File: config.mk
export PLATFORM = sky130hd
export DESIGN_NAME = layer2_packet_bit_unpacker
export DESIGN_NICKNAME = d
export VERILOG_FILES = /design/src/rtl/lbu_pkg.sv /design/src/rtl/lbu_front.sv /design/src/rtl/lbu_queue.sv /design/src/rtl/lbu_back.sv /design/src/rtl/layer2_packet_bit_unpacker.sv
export SDC_FILE = /design/constraint.sdc
export NUM_CORES = 1
export LEC_CHECK = 0
export ABC_AREA = 1
export BUFFER_PORTS_ARGS = -buffer_cell sky130_fd_sc_hd__buf_2
export CAP_MARGIN = 20
export CORE_MARGIN = 2
export CORE_UTILIZATION = 50
export CTS_CLUSTER_SIZE = 25
export DETAILED_ROUTE_END_ITERATION = 8
export HOLD_SLACK_MARGIN = 0.1
export PLACE_DENSITY = 0.73
export SYNTH_ARGS = -nofsm -noshare
export SYNTH_HDL_FRONTEND = slang
export SYNTH_SLANG_ARGS = --single-unit
export TNS_END_PERCENT = 50
File: constraint.sdc
create_clock -name clock -period 25.1 [get_ports clock]
set_input_delay 5.02 -clock clock [delete_from_list [all_inputs] [get_ports clock]]
set_output_delay 5.02 -clock clock [all_outputs]
set_load 0.1 [all_outputs]
File: src/rtl/lbu_pkg.sv
// ----------------------------------------------------------------------------
// lbu_pkg: shared types and constants of the layer-2 packet bit unpacker
// Holds the classified byte item passed from front to back, the packet kind
// and status codes, and the entry width lookup.
// ----------------------------------------------------------------------------
package lbu_pkg;

   // packet kind codes
   localparam logic [1:0] KIND_NONE = 2'd0;
   localparam logic [1:0] KIND_W24  = 2'd1;
   localparam logic [1:0] KIND_W47  = 2'd2;
   localparam logic [1:0] KIND_W64  = 2'd3;

   // end-of-packet status codes
   localparam logic [1:0] ST_PROGRESS  = 2'd0;
   localparam logic [1:0] ST_ACCEPTED  = 2'd1;
   localparam logic [1:0] ST_SHORT     = 2'd2;
   localparam logic [1:0] ST_UNKNOWN   = 2'd3;

   // type code bytes
   localparam logic [7:0] CODE_W24_HI = 8'h1d;
   localparam logic [7:0] CODE_W24_LO = 8'h1a;
   localparam logic [7:0] CODE_W47_HI = 8'h0c;
   localparam logic [7:0] CODE_W47_LO = 8'haa;
   localparam logic [7:0] CODE_W64_HI = 8'h0e;
   localparam logic [7:0] CODE_W64_LO = 8'h55;

   // byte positions in the header
   localparam logic [2:0] IDX_DEST_HI = 3'd0;
   localparam logic [2:0] IDX_DEST_LO = 3'd1;
   localparam logic [2:0] IDX_SUB_HI  = 3'd2;
   localparam logic [2:0] IDX_SUB_LO  = 3'd3;
   localparam logic [2:0] IDX_CODE_HI = 3'd4;
   localparam logic [2:0] IDX_CODE_LO = 3'd5;
   localparam logic [2:0] IDX_DATA    = 3'd6;
   localparam logic [2:0] IDX_MAX     = 3'd7;

   localparam int unsigned NEED_W = 7;
   localparam logic [NEED_W-1:0] MAX_WIDTH = 7'd64;

   // depth of the queue between front and back
   localparam int unsigned QDEPTH = 2;
   localparam int unsigned QPTR_W = $clog2(QDEPTH);
   localparam int unsigned QCNT_W = $clog2(QDEPTH + 1);

   typedef enum logic [1:0] {
      OP_HOLD,
      OP_LOAD,
      OP_UNPACK
   } op_type;

   typedef struct packed {
      op_type      op;
      logic [7:0]  data_byte;
      logic        last_byte;
      logic [1:0]  kind;
      logic [15:0] dest_id;
      logic [15:0] sub_destination;
      logic [1:0]  packet_kind;
      logic [1:0]  status;
   } item_type;

   function automatic logic [NEED_W-1:0] kind_width(input logic [1:0] kind);
      logic [NEED_W-1:0] w;
      case (kind)
         KIND_W24: w = 7'd24;
         KIND_W47: w = 7'd47;
         KIND_W64: w = 7'd64;
         default:  w = 7'd0;
      endcase
      return w;
   endfunction

   function automatic logic [1:0] decode_kind(input logic [7:0] hi, input logic [7:0] lo);
      logic [1:0] k;
      k = KIND_NONE;
      if (hi == CODE_W24_HI && lo == CODE_W24_LO) k = KIND_W24;
      else if (hi == CODE_W47_HI && lo == CODE_W47_LO) k = KIND_W47;
      else if (hi == CODE_W64_HI && lo == CODE_W64_LO) k = KIND_W64;
      return k;
   endfunction

endpackage

File: src/rtl/lbu_front.sv
// ----------------------------------------------------------------------------
// lbu_front: header parser
// Tracks the byte position, gathers the ids and type code, and tags each
// request with the work the back end has to do for it.
// ----------------------------------------------------------------------------
module lbu_front
   import lbu_pkg::*;
(
   input  logic       clock,
   input  logic       reset,
   input  logic [7:0] req_data_byte,
   input  logic       req_last_byte,
   input  logic       req_push,
   output logic       req_full,
   input  logic       q_full,
   output logic       q_push,
   output item_type   q_item
);

   logic [2:0]  idx_ff, idx_in;
   logic [15:0] dest_ff, dest_in;
   logic [15:0] sub_ff, sub_in;
   logic [7:0]  code_hi_ff, code_hi_in;
   logic [1:0]  kind_ff, kind_in;
   logic        rejected_ff, rejected_in;
   logic        accept;

   assign req_full = q_full;
   assign accept   = req_push && !q_full;
   assign q_push   = accept;

   always_comb begin
      dest_in     = dest_ff;
      sub_in      = sub_ff;
      code_hi_in  = code_hi_ff;
      kind_in     = kind_ff;
      rejected_in = rejected_ff;
      q_item.op   = OP_HOLD;
      case (idx_ff)
         IDX_DEST_HI: dest_in = {req_data_byte, 8'h00};
         IDX_DEST_LO: dest_in = {dest_ff[15:8], req_data_byte};
         IDX_SUB_HI:  sub_in  = {req_data_byte, 8'h00};
         IDX_SUB_LO:  sub_in  = {sub_ff[15:8], req_data_byte};
         IDX_CODE_HI: code_hi_in = req_data_byte;
         IDX_CODE_LO: begin
            kind_in     = decode_kind(code_hi_ff, req_data_byte);
            rejected_in = (kind_in == KIND_NONE);
            q_item.op   = OP_LOAD;
         end
         default: begin
            if (!rejected_ff && kind_ff != KIND_NONE) q_item.op = OP_UNPACK;
         end
      endcase

      q_item.data_byte       = req_data_byte;
      q_item.last_byte       = req_last_byte;
      q_item.kind            = kind_in;
      q_item.dest_id         = dest_in;
      q_item.sub_destination = sub_in;
      q_item.packet_kind     = kind_in;
      q_item.status          = ST_PROGRESS;
      if (req_last_byte) begin
         if (idx_ff <= IDX_CODE_LO) begin
            q_item.status      = ST_SHORT;
            q_item.packet_kind = KIND_NONE;
         end else if (rejected_ff) begin
            q_item.status      = ST_UNKNOWN;
            q_item.packet_kind = KIND_NONE;
         end else begin
            q_item.status      = ST_ACCEPTED;
         end
      end

      idx_in = (idx_ff == IDX_MAX) ? idx_ff : idx_ff + 3'd1;
   end

   always_ff @(posedge clock) begin
      if (reset) begin
         idx_ff      <= IDX_DEST_HI;
         dest_ff     <= '0;
         sub_ff      <= '0;
         code_hi_ff  <= '0;
         kind_ff     <= KIND_NONE;
         rejected_ff <= 1'b0;
      end else if (accept) begin
         if (req_last_byte) begin
            // start over with a fresh packet
            idx_ff      <= IDX_DEST_HI;
            dest_ff     <= '0;
            sub_ff      <= '0;
            code_hi_ff  <= '0;
            kind_ff     <= KIND_NONE;
            rejected_ff <= 1'b0;
         end else begin
            idx_ff      <= idx_in;
            dest_ff     <= dest_in;
            sub_ff      <= sub_in;
            code_hi_ff  <= code_hi_in;
            kind_ff     <= kind_in;
            rejected_ff <= rejected_in;
         end
      end
   end

   assert property (@(posedge clock) disable iff (reset)
      (idx_ff >= IDX_DATA && kind_ff == KIND_NONE) |-> rejected_ff)
      else $error("lbu_front: data byte with no kind and no reject");

endmodule

File: src/rtl/lbu_queue.sv
// ----------------------------------------------------------------------------
// lbu_queue: short queue between front and back
// Holds classified requests so each side can stall on its own. Full is
// registered so it does not depend on the far side in the same cycle.
// ----------------------------------------------------------------------------
module lbu_queue
   import lbu_pkg::*;
(
   input  logic     clock,
   input  logic     reset,
   input  logic     push,
   input  item_type push_item,
   output logic     full,
   input  logic     pop,
   output logic     empty,
   output item_type head_item
);

   item_type            slot_ff [QDEPTH];
   logic [QPTR_W-1:0]   wr_ptr_ff;
   logic [QPTR_W-1:0]   rd_ptr_ff;
   logic [QCNT_W-1:0]   count_ff;
   logic                do_push;
   logic                do_pop;

   assign full      = (count_ff == QCNT_W'(QDEPTH));
   assign empty     = (count_ff == '0);
   assign do_push   = push && !full;
   assign do_pop    = pop && !empty;
   assign head_item = slot_ff[rd_ptr_ff];

   always_ff @(posedge clock) begin
      if (do_push) slot_ff[wr_ptr_ff] <= push_item;
   end

   always_ff @(posedge clock) begin
      if (reset) begin
         wr_ptr_ff <= '0;
         rd_ptr_ff <= '0;
         count_ff  <= '0;
      end else begin
         if (do_push) begin
            wr_ptr_ff <= (wr_ptr_ff == QPTR_W'(QDEPTH - 1)) ? '0 : wr_ptr_ff + 1'b1;
         end
         if (do_pop) begin
            rd_ptr_ff <= (rd_ptr_ff == QPTR_W'(QDEPTH - 1)) ? '0 : rd_ptr_ff + 1'b1;
         end
         case ({do_push, do_pop})
            2'b10:   count_ff <= count_ff + 1'b1;
            2'b01:   count_ff <= count_ff - 1'b1;
            default: count_ff <= count_ff;
         endcase
      end
   end

   assert property (@(posedge clock) disable iff (reset)
      count_ff <= QCNT_W'(QDEPTH))
      else $error("lbu_queue: count beyond depth");

endmodule

File: src/rtl/lbu_back.sv
// ----------------------------------------------------------------------------
// lbu_back: entry unpacker and result register
// Shifts data bytes MSB first into the entry accumulator and emits each entry
// on the byte that completes it. The result register decouples the consumer.
// ----------------------------------------------------------------------------
module lbu_back
   import lbu_pkg::*;
(
   input  logic        clock,
   input  logic        reset,
   input  logic        q_empty,
   input  item_type    q_item,
   output logic        q_pop,
   output logic        rsp_entry_valid,
   output logic [63:0] rsp_entry_value,
   output logic [15:0] rsp_dest_id,
   output logic [15:0] rsp_sub_destination,
   output logic [1:0]  rsp_packet_kind,
   output logic [1:0]  rsp_status,
   output logic        rsp_packet_end,
   output logic        rsp_empty,
   input  logic        rsp_pop
);

   logic [63:0]       acc_ff, acc_in;
   logic [NEED_W-1:0] need_ff, need_in;
   logic              rsp_valid_ff;
   logic              entry_valid_ff, entry_valid_in;
   logic [63:0]       entry_value_ff, entry_value_in;
   logic [15:0]       dest_ff;
   logic [15:0]       sub_ff;
   logic [1:0]        kind_ff;
   logic [1:0]        status_ff;
   logic              end_ff;

   logic              fire;
   logic [NEED_W-1:0] width;
   logic [NEED_W-1:0] need_eff;
   logic [NEED_W-1:0] need_rem;
   logic [63:0]       acc_or;
   logic [3:0]        rest;
   logic [7:0]        low_bits;

   assign fire  = !q_empty && (!rsp_valid_ff || rsp_pop);
   assign q_pop = fire;

   always_comb begin
      width    = kind_width(q_item.kind);
      need_eff = (need_ff == '0 || need_ff > width) ? width : need_ff;
      need_rem = need_eff - NEED_W'(8);
      acc_or   = acc_ff | ({56'd0, q_item.data_byte} << need_rem);
      rest     = 4'd8 - {1'b0, need_eff[2:0]};
      low_bits = q_item.data_byte & (8'hff >> need_eff[2:0]);

      acc_in         = acc_ff;
      need_in        = need_ff;
      entry_valid_in = 1'b0;
      entry_value_in = '0;
      case (q_item.op)
         OP_LOAD: begin
            acc_in  = '0;
            need_in = width;
         end
         OP_UNPACK: begin
            if (need_eff >= NEED_W'(8)) begin
               if (need_rem == '0) begin
                  entry_valid_in = 1'b1;
                  entry_value_in = acc_or;
                  acc_in         = '0;
                  need_in        = width;
               end else begin
                  acc_in  = acc_or;
                  need_in = need_rem;
               end
            end else begin
               // entry ends inside this byte: spill the low bits into the next one
               entry_valid_in = 1'b1;
               entry_value_in = acc_ff | {56'd0, q_item.data_byte >> rest};
               need_in        = width - {3'd0, rest};
               acc_in         = {56'd0, low_bits} << need_in;
            end
         end
         default: ;
      endcase
      if (q_item.last_byte) begin
         // drop any partial entry
         acc_in  = '0;
         need_in = '0;
      end
   end

   always_ff @(posedge clock) begin
      if (reset) begin
         acc_ff       <= '0;
         need_ff      <= '0;
         rsp_valid_ff <= 1'b0;
      end else begin
         if (fire) begin
            acc_ff  <= acc_in;
            need_ff <= need_in;
         end
         if (fire) rsp_valid_ff <= 1'b1;
         else if (rsp_pop) rsp_valid_ff <= 1'b0;
      end
   end

   always_ff @(posedge clock) begin
      if (fire) begin
         entry_valid_ff <= entry_valid_in;
         entry_value_ff <= entry_value_in;
         dest_ff        <= q_item.dest_id;
         sub_ff         <= q_item.sub_destination;
         kind_ff        <= q_item.packet_kind;
         status_ff      <= q_item.status;
         end_ff         <= q_item.last_byte;
      end
   end

   assign rsp_empty           = !rsp_valid_ff;
   assign rsp_entry_valid     = entry_valid_ff;
   assign rsp_entry_value     = entry_value_ff;
   assign rsp_dest_id         = dest_ff;
   assign rsp_sub_destination = sub_ff;
   assign rsp_packet_kind     = kind_ff;
   assign rsp_status          = status_ff;
   assign rsp_packet_end      = end_ff;

   assert property (@(posedge clock) disable iff (reset)
      need_ff <= MAX_WIDTH)
      else $error("lbu_back: bit count beyond widest entry");

   assert property (@(posedge clock) disable iff (reset)
      (rsp_valid_ff && entry_valid_ff) |-> (kind_ff != KIND_NONE))
      else $error("lbu_back: entry emitted for unknown kind");

   assert property (@(posedge clock) disable iff (reset)
      rsp_valid_ff |-> (end_ff == (status_ff != ST_PROGRESS)))
      else $error("lbu_back: status and packet end disagree");

   assert property (@(posedge clock) disable iff (reset)
      (fire && q_item.last_byte) |=> (need_ff == '0 && acc_ff == '0))
      else $error("lbu_back: unpack state not cleared at packet end");

endmodule

File: src/rtl/layer2_packet_bit_unpacker.sv
// ----------------------------------------------------------------------------
// layer2_packet_bit_unpacker: byte-serial packet header parser and entry unpacker
//
//   channel | ports                        | accepted when
//   --------+------------------------------+--------------------------
//   request | req_data_byte, req_last_byte | req_push && !req_full
//   result  | rsp_* fields                 | rsp_pop && !rsp_empty
//
// One request per clock sustained while the consumer keeps popping; each request yields exactly one result.
// A result reaches the ports through a queue slot, then the result register; the parser
// in front of the queue is combinational.
// The front parser and the back unpacker are joined by a two-entry queue; full
// comes only from that queue and empty only from the result register.
// Synchronous reset clears the byte position, ids, kind, accumulator, queue and result valid.
// A stalled consumer fills the result register, then the queue, then asserts full.
// ----------------------------------------------------------------------------
module layer2_packet_bit_unpacker
   import lbu_pkg::*;
(
   input  logic        clock,
   input  logic        reset,
   input  logic [7:0]  req_data_byte,
   input  logic        req_last_byte,
   input  logic        req_push,
   output logic        req_full,
   output logic        rsp_entry_valid,
   output logic [63:0] rsp_entry_value,
   output logic [15:0] rsp_dest_id,
   output logic [15:0] rsp_sub_destination,
   output logic [1:0]  rsp_packet_kind,
   output logic [1:0]  rsp_status,
   output logic        rsp_packet_end,
   output logic        rsp_empty,
   input  logic        rsp_pop
);

   logic     q_push;
   logic     q_full;
   logic     q_pop;
   logic     q_empty;
   item_type front_item;
   item_type head_item;

   lbu_front u_front (
      .clock         (clock),
      .reset         (reset),
      .req_data_byte (req_data_byte),
      .req_last_byte (req_last_byte),
      .req_push      (req_push),
      .req_full      (req_full),
      .q_full        (q_full),
      .q_push        (q_push),
      .q_item        (front_item)
   );

   lbu_queue u_queue (
      .clock     (clock),
      .reset     (reset),
      .push      (q_push),
      .push_item (front_item),
      .full      (q_full),
      .pop       (q_pop),
      .empty     (q_empty),
      .head_item (head_item)
   );

   lbu_back u_back (
      .clock               (clock),
      .reset               (reset),
      .q_empty             (q_empty),
      .q_item              (head_item),
      .q_pop               (q_pop),
      .rsp_entry_valid     (rsp_entry_valid),
      .rsp_entry_value     (rsp_entry_value),
      .rsp_dest_id         (rsp_dest_id),
      .rsp_sub_destination (rsp_sub_destination),
      .rsp_packet_kind     (rsp_packet_kind),
      .rsp_status          (rsp_status),
      .rsp_packet_end      (rsp_packet_end),
      .rsp_empty           (rsp_empty),
      .rsp_pop             (rsp_pop)
   );

endmodule
==> impl_metrics.tcl, run 1 <==
set metrics [dict create \
    status "complete, no violations" \
    syn_avg_cell_area_um2 8.30 \
    setup_viol 0 \
    wl_met2_mm 21.6 \
    slew_violations 0 \
    wl_met3_mm 3.98 \
    ant_nets 0 \
    period_needed_ns 7.15 \
    cts_tree "done" \
    dieWidth_um 186 \
    antenna_cells 0 \
    final_cells 2529 \
    nets 2099 \
    yosysWarnings 0 \
    place.gp.congestion 0.968 \
    drc 0 \
    h-tree-depth 2 \
    min_path_type "reg -> reg" \
    synth_top_area_cell "edfxtp_1" \
    dp_hpwl_mm 32.0 \
    numCtsBuffers 36 \
    portBuffers 116 \
    grt_pass1_vias 13700 \
    drive_above_1_share 0.135 \
    synth_largest_type_area_fraction 0.363 \
    synth_area_leaders "edfxtp_1 36%, nand2_1 15%, dfxtp_1 15%" \
    synthCells 1994 \
    cts-root-buf "clkbuf_16" \
    via_per_inst 5.73 \
    worstSkewPairLatency_ns 0.56 \
    overflow 0 \
    hold_viol_final 0 \
    endpoint_kind "register" \
    cts_sinks 323 \
    top_layer "met4" \
    drtPass1Iterations 6 \
    synth_nets 2034 \
    ys_seq_area_frac 0.512 \
    worst-path-max-fanout 25 \
    rows 66 \
    fin_tns_setup_ns 0 \
    die_h_um 186 \
    gr-usage-all-layers 0.280 \
    cts_hold_buf 0 \
    cp_data_arrival_time_ns 7.60 \
    path_class "reg -> reg" \
    maxCapViolations 0 \
    wl_per_cell_um 18.9 \
    synthToLayoutAreaGrowth_pct 12.6 \
    rsz0062_at_grt "false" \
    crit_required_ns 25.55 \
    r2r_cells 27 \
    antenna_found_initial 0 \
    post_cts_buffers 0 \
    min_period_over_period 0.285 \
    cts.path.max_buffers 3 \
    totalWireLength_mm 47.8 \
    max_freq_ghz 0.140 \
    clock_skew_ns 0.0299 \
    grt_max_degree 72 \
    cts_resized 0 \
    final_cell_mix "662 x nand2_1, 200 x edfxtp_1, 185 x a21oi_1" \
    slew_headroom 0.263 \
    drt_iter0_drc 1851 \
    grt_first_pass_wirelength_mm 74.8 \
    coreArea_mm2 0.0325 \
    initial_core_util 0.509 \
    synthesis.area_mm2 0.0165 \
    ys_types 51 \
    final_common_cell "nand2_1" \
    start_kind "register" \
    boundaryPins 117 \
    whs_path_depth 2 \
    worstMarginPinSlew_ns 1.10 \
    clk_pin_slew_ns 0.06 \
    vias 14500 \
    dp_cells 2463 \
    wirelength_met1_mm 20.2 \
    synth.ff_latch_count 323 \
    dieArea_mm2 0.0346 \
]
[area by class of cell]
cell class,count,area [um^2]
multi-input cells,1407,7050
clock buffers,53,1030
repair buffers,130,688
well taps,442,553
fillers,2913,13900
inverters,161,608
clock inverters,13,238
flip-flops and latches,323,8470
[registers in the layout, indices dropped and copies added, names as in the netlist, named ones only]
| register | count |
|---|---|
| u_queue.slot_ff | 98 |
| u_back.acc_ff | 64 |
| u_back.rsp_entry_value | 64 |
| u_back.rsp_dest_id | 16 |
| u_back.rsp_sub_destination | 16 |
| u_front.dest_ff | 16 |
| u_front.sub_ff | 16 |
| u_front.code_hi_ff | 8 |
| u_back.need_ff | 7 |
| u_front.idx_ff | 3 |
| u_back.rsp_packet_kind | 2 |
| u_back.rsp_status | 2 |
| u_front.kind_ff | 2 |
| u_queue.count_ff | 2 |
| u_back.rsp_entry_valid | 1 |
| u_back.rsp_packet_end | 1 |
| u_back.rsp_valid_ff | 1 |
| u_front.rejected_ff | 1 |
| u_queue.rd_ptr_ff | 1 |
| u_queue.wr_ptr_ff | 1 |
[logic make-up after synthesis]
group | after synthesis | synth area share
flops | 323 | 0.512
simple gates | 1004 | 0.266
xor+xnor | 4 | 0.00484
compound gates | 332 | 0.105
mux | 40 | 0.0270
fa+ha+maj | 27 | 0.0204
buf+inv | 264 | 0.0652
[worst max-delay path, stage by stage, from the launching register on]
cell,delay [ns]
dfxtp_2,0.44
o21ai_0,0.24
inv_1,0.14
ha_1,0.52
clkinv_1,0.46
ha_1,0.44
nand2_1,0.06
nor2_2,0.11
nand2_1,0.07
nand2_1,0.11
nand2_4,0.10
nand2_4,0.14
nand2_4,0.14
nand2_4,0.27
inv_1,0.30
ha_1,0.51
inv_1,0.16
ha_1,0.34
o21ai_0,0.10
o21bai_1,0.24
xor2_2,0.43
xor2_4,0.70
nand3_1,0.39
nand2_1,0.18
nand3_1,0.12
nand2_1,0.11
nand2_1,0.05
a21oi_1,0.15
[stage by stage]
| stage | instance area (um^2) | setup slack [ns] | util | hold WS (ns) |
|---|---|---|---|---|
| 3_3_place_gp | 17400 | 18.05 | 0.534 | 0.448 |
| 5_1_grt | 18600 | 17.50 | 0.573 | 0.476 |
| 3_5_place_dp | 17400 | 17.98 | 0.534 | 0.455 |
| 2_1_floorplan | 16500 | 12.89 | - | 0.442 |
| 6_report | 18600 | 17.95 | 0.573 | 0.463 |
| 4_1_cts | 18600 | 18.11 | 0.573 | 0.464 |
[path summary, 6_finish.rpt]
check,from,end,slack [ns]
min reg2reg,u_back.acc_ff[45],u_back.acc_ff[45],0.46
max reg2reg,register,u_back.acc_ff[51],17.95
max,register,u_back.acc_ff[51],17.95
min,u_back.acc_ff[45],u_back.acc_ff[45],0.46
[cell usage after synthesis (all sizes together)]
library cell / number
o211a: 4
o21bai: 6
edfxtp: 200
nor4: 5
clkbuf: 60
dfxtp: 123
nor3b: 2
nand2: 681
xor2: 3
o41ai: 2
buf: 43
nor2: 60
o211ai: 3
o31ai: 1
mux2i: 3
o2111a: 1
or2: 2
clkinv: 4
a21boi: 1
mux2: 37
nand3: 174
inv: 157
and2: 3
nor3: 8
xnor2: 1
o21ai: 124
nand4: 68
a21oi: 189
a31oi: 1
nand3b: 1
ha: 27
[layer usage]
metal | GRT usage | vias to the layer above
met3 | 0.0520 | 149
met5 | 0 | -
li1 | - | 6879
met2 | 0.433 | 691
met4 | 0.123 | 0
met1 | 0.383 | 6779
Power of run 1 is left out: the tool's default activity adds up to more than one toggle a clock period on the data nets, which glitch-free logic cannot reach.
==> inputs of run 2 (changes only) <==
--- a/config.mk
+++ b/config.mk
@@ -5,7 +5,7 @@
 export SDC_FILE = /design/constraint.sdc
 export NUM_CORES = 1
 export LEC_CHECK = 0
-export ABC_AREA = 1
+export ABC_AREA = 0
 export BUFFER_PORTS_ARGS = -buffer_cell sky130_fd_sc_hd__buf_2
 export CAP_MARGIN = 20
 export CORE_MARGIN = 2
==> constraint.sdc (replaced) <==
create_clock -name clock -period 7.03 [get_ports clock]
set_input_delay 1.406 -clock clock [delete_from_list [all_inputs] [get_ports clock]]
set_output_delay 1.406 -clock clock [all_outputs]
set_load 0.1 [all_outputs]
==> run 2 against run 1 <==
Against the previous run: setup slack lost 17 ns; final cell count shrank 19%; die area shrank 3.5%; design area shrank 2.4%; synthesized cell count shrank 24%; worst hold slack lost 0.013 ns; utilization grew 0.53 points; critical path depth shrank 5; largest cell class unchanged.
==> impl_metrics.tcl, run 2 <==
set metrics [dict create \
    status "complete, no violations" \
    cts_sinks 323 \
    overflow 0 \
    drt_iter0_drc 1441 \
    totalWireLength_mm 48.9 \
    dp_hpwl_mm 34.0 \
    largest_reg_flops 98 \
    ys_seq_area_frac 0.531 \
    dieWidth_um 183 \
    fin_tns_setup_ns 0 \
    nets 1651 \
    cp_data_arrival_time_ns 6.82 \
    drtPass1Iterations 5 \
    max_freq_ghz 0.155 \
    via_per_inst 6.44 \
    die_h_um 183 \
    worst-path-max-fanout 14 \
    min_path_type "reg -> reg" \
    antenna_found_initial 0 \
    start_kind "register" \
    numCtsBuffers 34 \
    grt_pass1_vias 12600 \
    ant_nets 0 \
    h-tree-depth 2 \
    coreArea_mm2 0.0315 \
    slew_violations 0 \
    setup_viol 0 \
    period_needed_ns 6.43 \
    drive_above_1_share 0.194 \
    final_common_cell "edfxtp_1" \
    synthToLayoutAreaGrowth_pct 14.0 \
    gr-usage-all-layers 0.289 \
    rsz0062_at_grt "false" \
    synthFlopType "edfxtp_1" \
    max_flop_register "u_queue.slot_ff" \
    synth_area_leaders "edfxtp_1 38%, dfxtp_1 15%, nor2_1 4.0%" \
    endpoint_kind "register" \
    vias 13100 \
    clock_skew_ns 0.0206 \
    boundaryPins 117 \
    worstSkewPairLatency_ns 0.52 \
    ys_types 98 \
    portBuffers 116 \
    syn_avg_cell_area_um2 10.5 \
    synth-edff-count 200 \
    hold_viol_final 0 \
    synth.most_common_cell "edfxtp_1" \
    ys_top_cells_by_count "200 x edfxtp_1, 168 x nor2_1, 139 x nand2_1" \
    drc 0 \
    synth_nets 1554 \
    grt_first_pass_wirelength_mm 74.2 \
    synth_largest_type_area_fraction 0.376 \
    min_period_over_period 0.915 \
    synthCells 1514 \
    reg2reg_setup_slack_ns 0.60 \
    final_cell_mix "200 x edfxtp_1, 165 x nor2_1, 139 x nand2_1" \
    maxCapViolations 0 \
    dieArea_mm2 0.0334 \
    initial_core_util 0.507 \
    cts_resized 0 \
    wl_per_cell_um 24.0 \
    cts.path.max_buffers 3 \
    synth_top_area_cell "edfxtp_1" \
    slew_headroom 0.271 \
    yosysWarnings 0 \
    place.gp.congestion 1.02 \
    async_flop_share 0 \
    antenna_cells 0 \
    cts_hold_buf 0 \
    path_class "reg -> reg" \
    worstMarginPinSlew_ns 1.06 \
    synthesis.area_mm2 0.0160 \
    cts-root-buf "clkbuf_16" \
    cts_tree "done" \
    post_cts_buffers 0 \
    rows 65 \
    grt_max_degree 76 \
    crit_required_ns 7.42 \
    synth.ff_latch_count 323 \
    clk_pin_slew_ns 0.07 \
]
[run 2: changes by cell type in the layout (fill, tap and decap cells not counted), sizes merged, moves of 58 or more]
cell,change
nand2,-540
a21oi,-91
nand4,-59
nand3,-139
inv,-134
a22oi,+58
nor2,+111
[run 2: final timing paths]
kind / start / endpoint / cells after the start
hold reg to reg: u_back.acc_ff[0] / u_back.acc_ff[0] / 2
setup reg to reg: register / u_back.acc_ff[20] / 22
setup / recovery: register / u_back.acc_ff[20] / 22
hold / removal: u_back.acc_ff[0] / u_back.acc_ff[0] / 2
[run 2: stage by stage]
step	hold WS, ns	instances	worst slack, ns	util	area [um^2]
final	0.450	2038	0.596	0.578	18200
after global routing	0.479	2038	0.122	0.578	18200
after CTS	0.453	2037	0.705	0.578	18200
after detailed placement	0.445	1976	0.727	0.540	17000
after global placement	0.445	1976	0.821	0.540	17000
after floorplan	0.407	1514	0.0135	-	16000
[run 2: layout make-up]
cell class | count | area, um^2
tap | 402 | 503
clock buffer | 41 | 918
inverter | 32 | 120
fill | 2646 | 13300
sequential | 323 | 8470
multi-input combinational | 1058 | 6970
clock inverter | 20 | 282
timing repair buffer | 162 | 926
[run 2: cell families after synthesis]
logic type / count (synthesis) / share of synthesized area
muxes: 71 / 0.0514
buffers and inverters: 133 / 0.0350
AOI/OAI and AO/OA: 468 / 0.212
xor gates and xnor gates: 13 / 0.00878
adders and majority gates: 28 / 0.0218
and+or+nand+nor: 478 / 0.140
DFF: 323 / 0.531
[run 2: routing by layer]
layer | vias to the layer above | GRT usage | routed length (um)
met5 | - | 0 | 0
met4 | 0 | 0.152 | 2690
met3 | 155 | 0.0501 | 3570
met2 | 679 | 0.474 | 23000
met1 | 6289 | 0.367 | 19600
li1 | 5993 | - | -
[run 2: critical path, cell delays in order (launching register included)]
cell and delay (ns):
dfxtp_2 0.37, mux2i_1 0.31, inv_1 0.13, ha_1 0.23, inv_1 0.27, ha_1 0.22, and4_1 0.34, o21a_4 0.28
a2bb2oi_2 0.31, or3b_1 0.43, inv_2 0.18, ha_1 0.31, inv_1 0.08, ha_1 0.39, clkinv_1 0.25, ha_1 0.40
a21oi_1 0.19, xnor2_1 0.15, xnor2_2 0.56, buf_4 0.29, nor2_1 0.07, a22oi_1 0.38, o21ai_0 0.14
Power of run 2 is left out for the same reason.
==> inputs of run 3 (changes only) <==
--- a/config.mk
+++ b/config.mk
@@ -16,5 +16,6 @@
 export PLACE_DENSITY = 0.73
 export SYNTH_ARGS = -nofsm -noshare
 export SYNTH_HDL_FRONTEND = slang
+export SYNTH_HIERARCHICAL = 1
 export SYNTH_SLANG_ARGS = --single-unit
 export TNS_END_PERCENT = 50
==> run 3 against run 2 <==
Against the previous run: worst hold slack improved by 0.025 ns; clock-buffer cell count is 7 higher; register-to-register slack got worse by 0.08 ns; non-clock buffer count is 4 lower; critical endpoint is now u_back/acc_ff[56]; largest cell class unchanged.
==> impl_metrics.tcl, run 3 <==
set metrics [dict create \
    status "complete, no violations" \
    grt_max_degree 79 \
    clk_pin_slew_ns 0.06 \
    grt_first_pass_wirelength_mm 72.6 \
    synth_top_area_cell "edfxtp_1" \
    min_path_type "reg -> reg" \
    drive_above_1_share 0.191 \
    critPathMaxStageDelay_ns 0.79 \
    period_needed_ns 6.51 \
    fin_tns_setup_ns 0 \
    totalWireLength_mm 47.4 \
    path_class "reg -> reg" \
    min_period_over_period 0.926 \
    ys_seq_area_frac 0.536 \
    holdWs_ns 0.475 \
    ant_nets 0 \
    final_cell_mix "200 x edfxtp_1, 149 x nor2_1, 122 x dfxtp_1" \
    clock_skew_ns 0.0166 \
    hold_viol_final 0 \
    post_cts_buffers 0 \
    rsz0062_at_grt "false" \
    crit_path_end "u_back/acc_ff[56]" \
    multi_input_area_mm2 0.00676 \
    max_freq_ghz 0.154 \
    async_flop_share 0 \
    vias 13000 \
    grt_pass1_vias 12400 \
    die_h_um 182 \
    timing.rr.end "u_back/acc_ff[56]" \
    cts_hold_buf 0 \
    cts_tree "done" \
    portBuffers 116 \
    largest_reg_flops 98 \
    nFillCells 2645 \
    cts-root-buf "clkbuf_16" \
    cp_slowest_cell "xnor2_1" \
    synth.ff_latch_count 323 \
    via_per_inst 6.43 \
    syn_avg_cell_area_um2 10.5 \
    finish.utilization 0.572 \
    overflow 0 \
    start_kind "register" \
    dieArea_mm2 0.0330 \
    worstMarginPinSlew_ns 0.995 \
    max_flop_register "u_queue/slot_ff" \
    cts.path.max_buffers 3 \
    synthCells 1512 \
    slew_headroom 0.332 \
    cts_sinks 323 \
    synth.most_common_cell "edfxtp_1" \
    worstSkewPairLatency_ns 0.52 \
    synth_nets 1549 \
    ys_types 85 \
    synthFlopType "edfxtp_1" \
    slew_violations 0 \
    drc 0 \
    coreArea_mm2 0.0313 \
    yosysWarnings 6 \
    rows 65 \
    seqCellArea_mm2 0.00847 \
    initial_core_util 0.505 \
    cts_resized 0 \
    synth_area_leaders "edfxtp_1 38%, dfxtp_1 16%, mux2_2 4.0%" \
    synthesis.area_mm2 0.0158 \
    boundaryPins 117 \
    place.gp.congestion 0.994 \
    synth_largest_type_area_fraction 0.380 \
    crit_top_cell "ha_1" \
    worst-path-buf-inv 4 \
    setup_viol 0 \
    gr-usage-all-layers 0.283 \
    path_cells "mux2_2, inv_1, ha_1, clkinv_1, ha_1, and2_1, a221oi_1, o211ai_1, nand2_1, nand2_1, inv_1, ha_1, inv_1, ha_1, xnor2_1, xnor2_1, or3_1, o21ai_0, a21oi_1, a21oi_1, a31o_2" \
    drt_iter0_drc 1726 \
    crit_cells 21 \
    dieWidth_um 182 \
    crit_required_ns 7.45 \
    drtPass1Iterations 6 \
    nets 1635 \
    reg2reg_setup_slack_ns 0.52 \
    antenna_found_initial 0 \
    ys_top_cells_by_count "200 x edfxtp_1, 149 x nor2_1, 123 x dfxtp_1" \
    r2r_cells 21 \
    h-tree-depth 2 \
    maxCapViolations 0 \
    dp_hpwl_mm 33.4 \
    antenna_cells 0 \
    worst-path-max-fanout 12 \
    endpoint_kind "register" \
    cp_data_arrival_time_ns 6.94 \
    wl_per_cell_um 23.4 \
    synthToLayoutAreaGrowth_pct 13.3 \
    final_common_cell "edfxtp_1" \
    synth-edff-count 200 \
    cp_top_family "compound AO/OA/AOI/OAI gates" \
    numCtsBuffers 34 \
]
-- run 3: cell types whose count changed after synthesis, moves of 9 or more --
cell / delta
nor3_1: +41
nand2_1: -28
a32oi_1: -19
nor2_1: -19
o211ai_1: -16
a21oi_1: +15
nand3_1: -13
a211oi_1: -11
a222oi_1: +11
o21ai_1: -11
inv_1: +9
mux2_2: +9
nand2b_1: +9
-- run 3: tightest hold or removal path, stage by stage (launching register included) --
cell and delay [ns]:
dfxtp_1 0.33, nand2_1 0.06, nand2_1 0.04
-- run 3: how the worst min path moves through the flow --
stage	end	slack (ns)	depth (start not counted)	startpoint
global placement	u_back/acc_ff[22]	0.44	2	u_back/acc_ff[22]
finish	u_back/acc_ff[0]	0.48	2	u_back/acc_ff[0]
detailed placement	u_back/acc_ff[45]	0.45	2	u_back/acc_ff[45]
floorplan	u_back/acc_ff[0]	0.42	2	u_back/acc_ff[0]
global route	u_back/acc_ff[0]	0.49	2	u_back/acc_ff[0]
CTS	u_back/acc_ff[45]	0.47	2	u_back/acc_ff[45]
-- run 3: layout make-up --
type,instances,share of cell area
Sequential cell,323,0.473
Multi-Input combinational cell,1041,0.377
Clock buffer,48,0.0527
Timing Repair Buffer,158,0.0502
Tap cell,402,0.0281
Clock inverter,14,0.0106
Inverter,40,0.00838
-- run 3: cell families after synthesis --
kind of cell    after synthesis  share of synthesized area
xor+xnor                     20                     0.0120
compound gates              451                      0.198
simple gates                474                      0.144
fa+ha+maj                    24                     0.0190
mux                          72                     0.0519
flops                       323                      0.536
buf+inv                     148                     0.0390
-- run 3: per-stage QoR --
| stage | instances | area (um^2) | worst slack, ns |
|---|---|---|---|
| floorplan | 1512 | 15800 | 0.330 |
| global placement | 1963 | 16800 | 0.903 |
| detailed placement | 1963 | 16800 | 0.636 |
| CTS | 2025 | 17900 | 0.634 |
| global route | 2026 | 17900 | 0.0304 |
| finish | 2026 | 17900 | 0.518 |
-- run 3: per-layer routing --
metal  up-vias  wire length, um  global-route usage
met2       709            22200               0.463
met4         0             2020               0.126
li1       5925                -                   -
met3       133             4220              0.0535
met1      6259            19000               0.369
met5         -                0                   0
Power of run 3 is left out for the same reason.
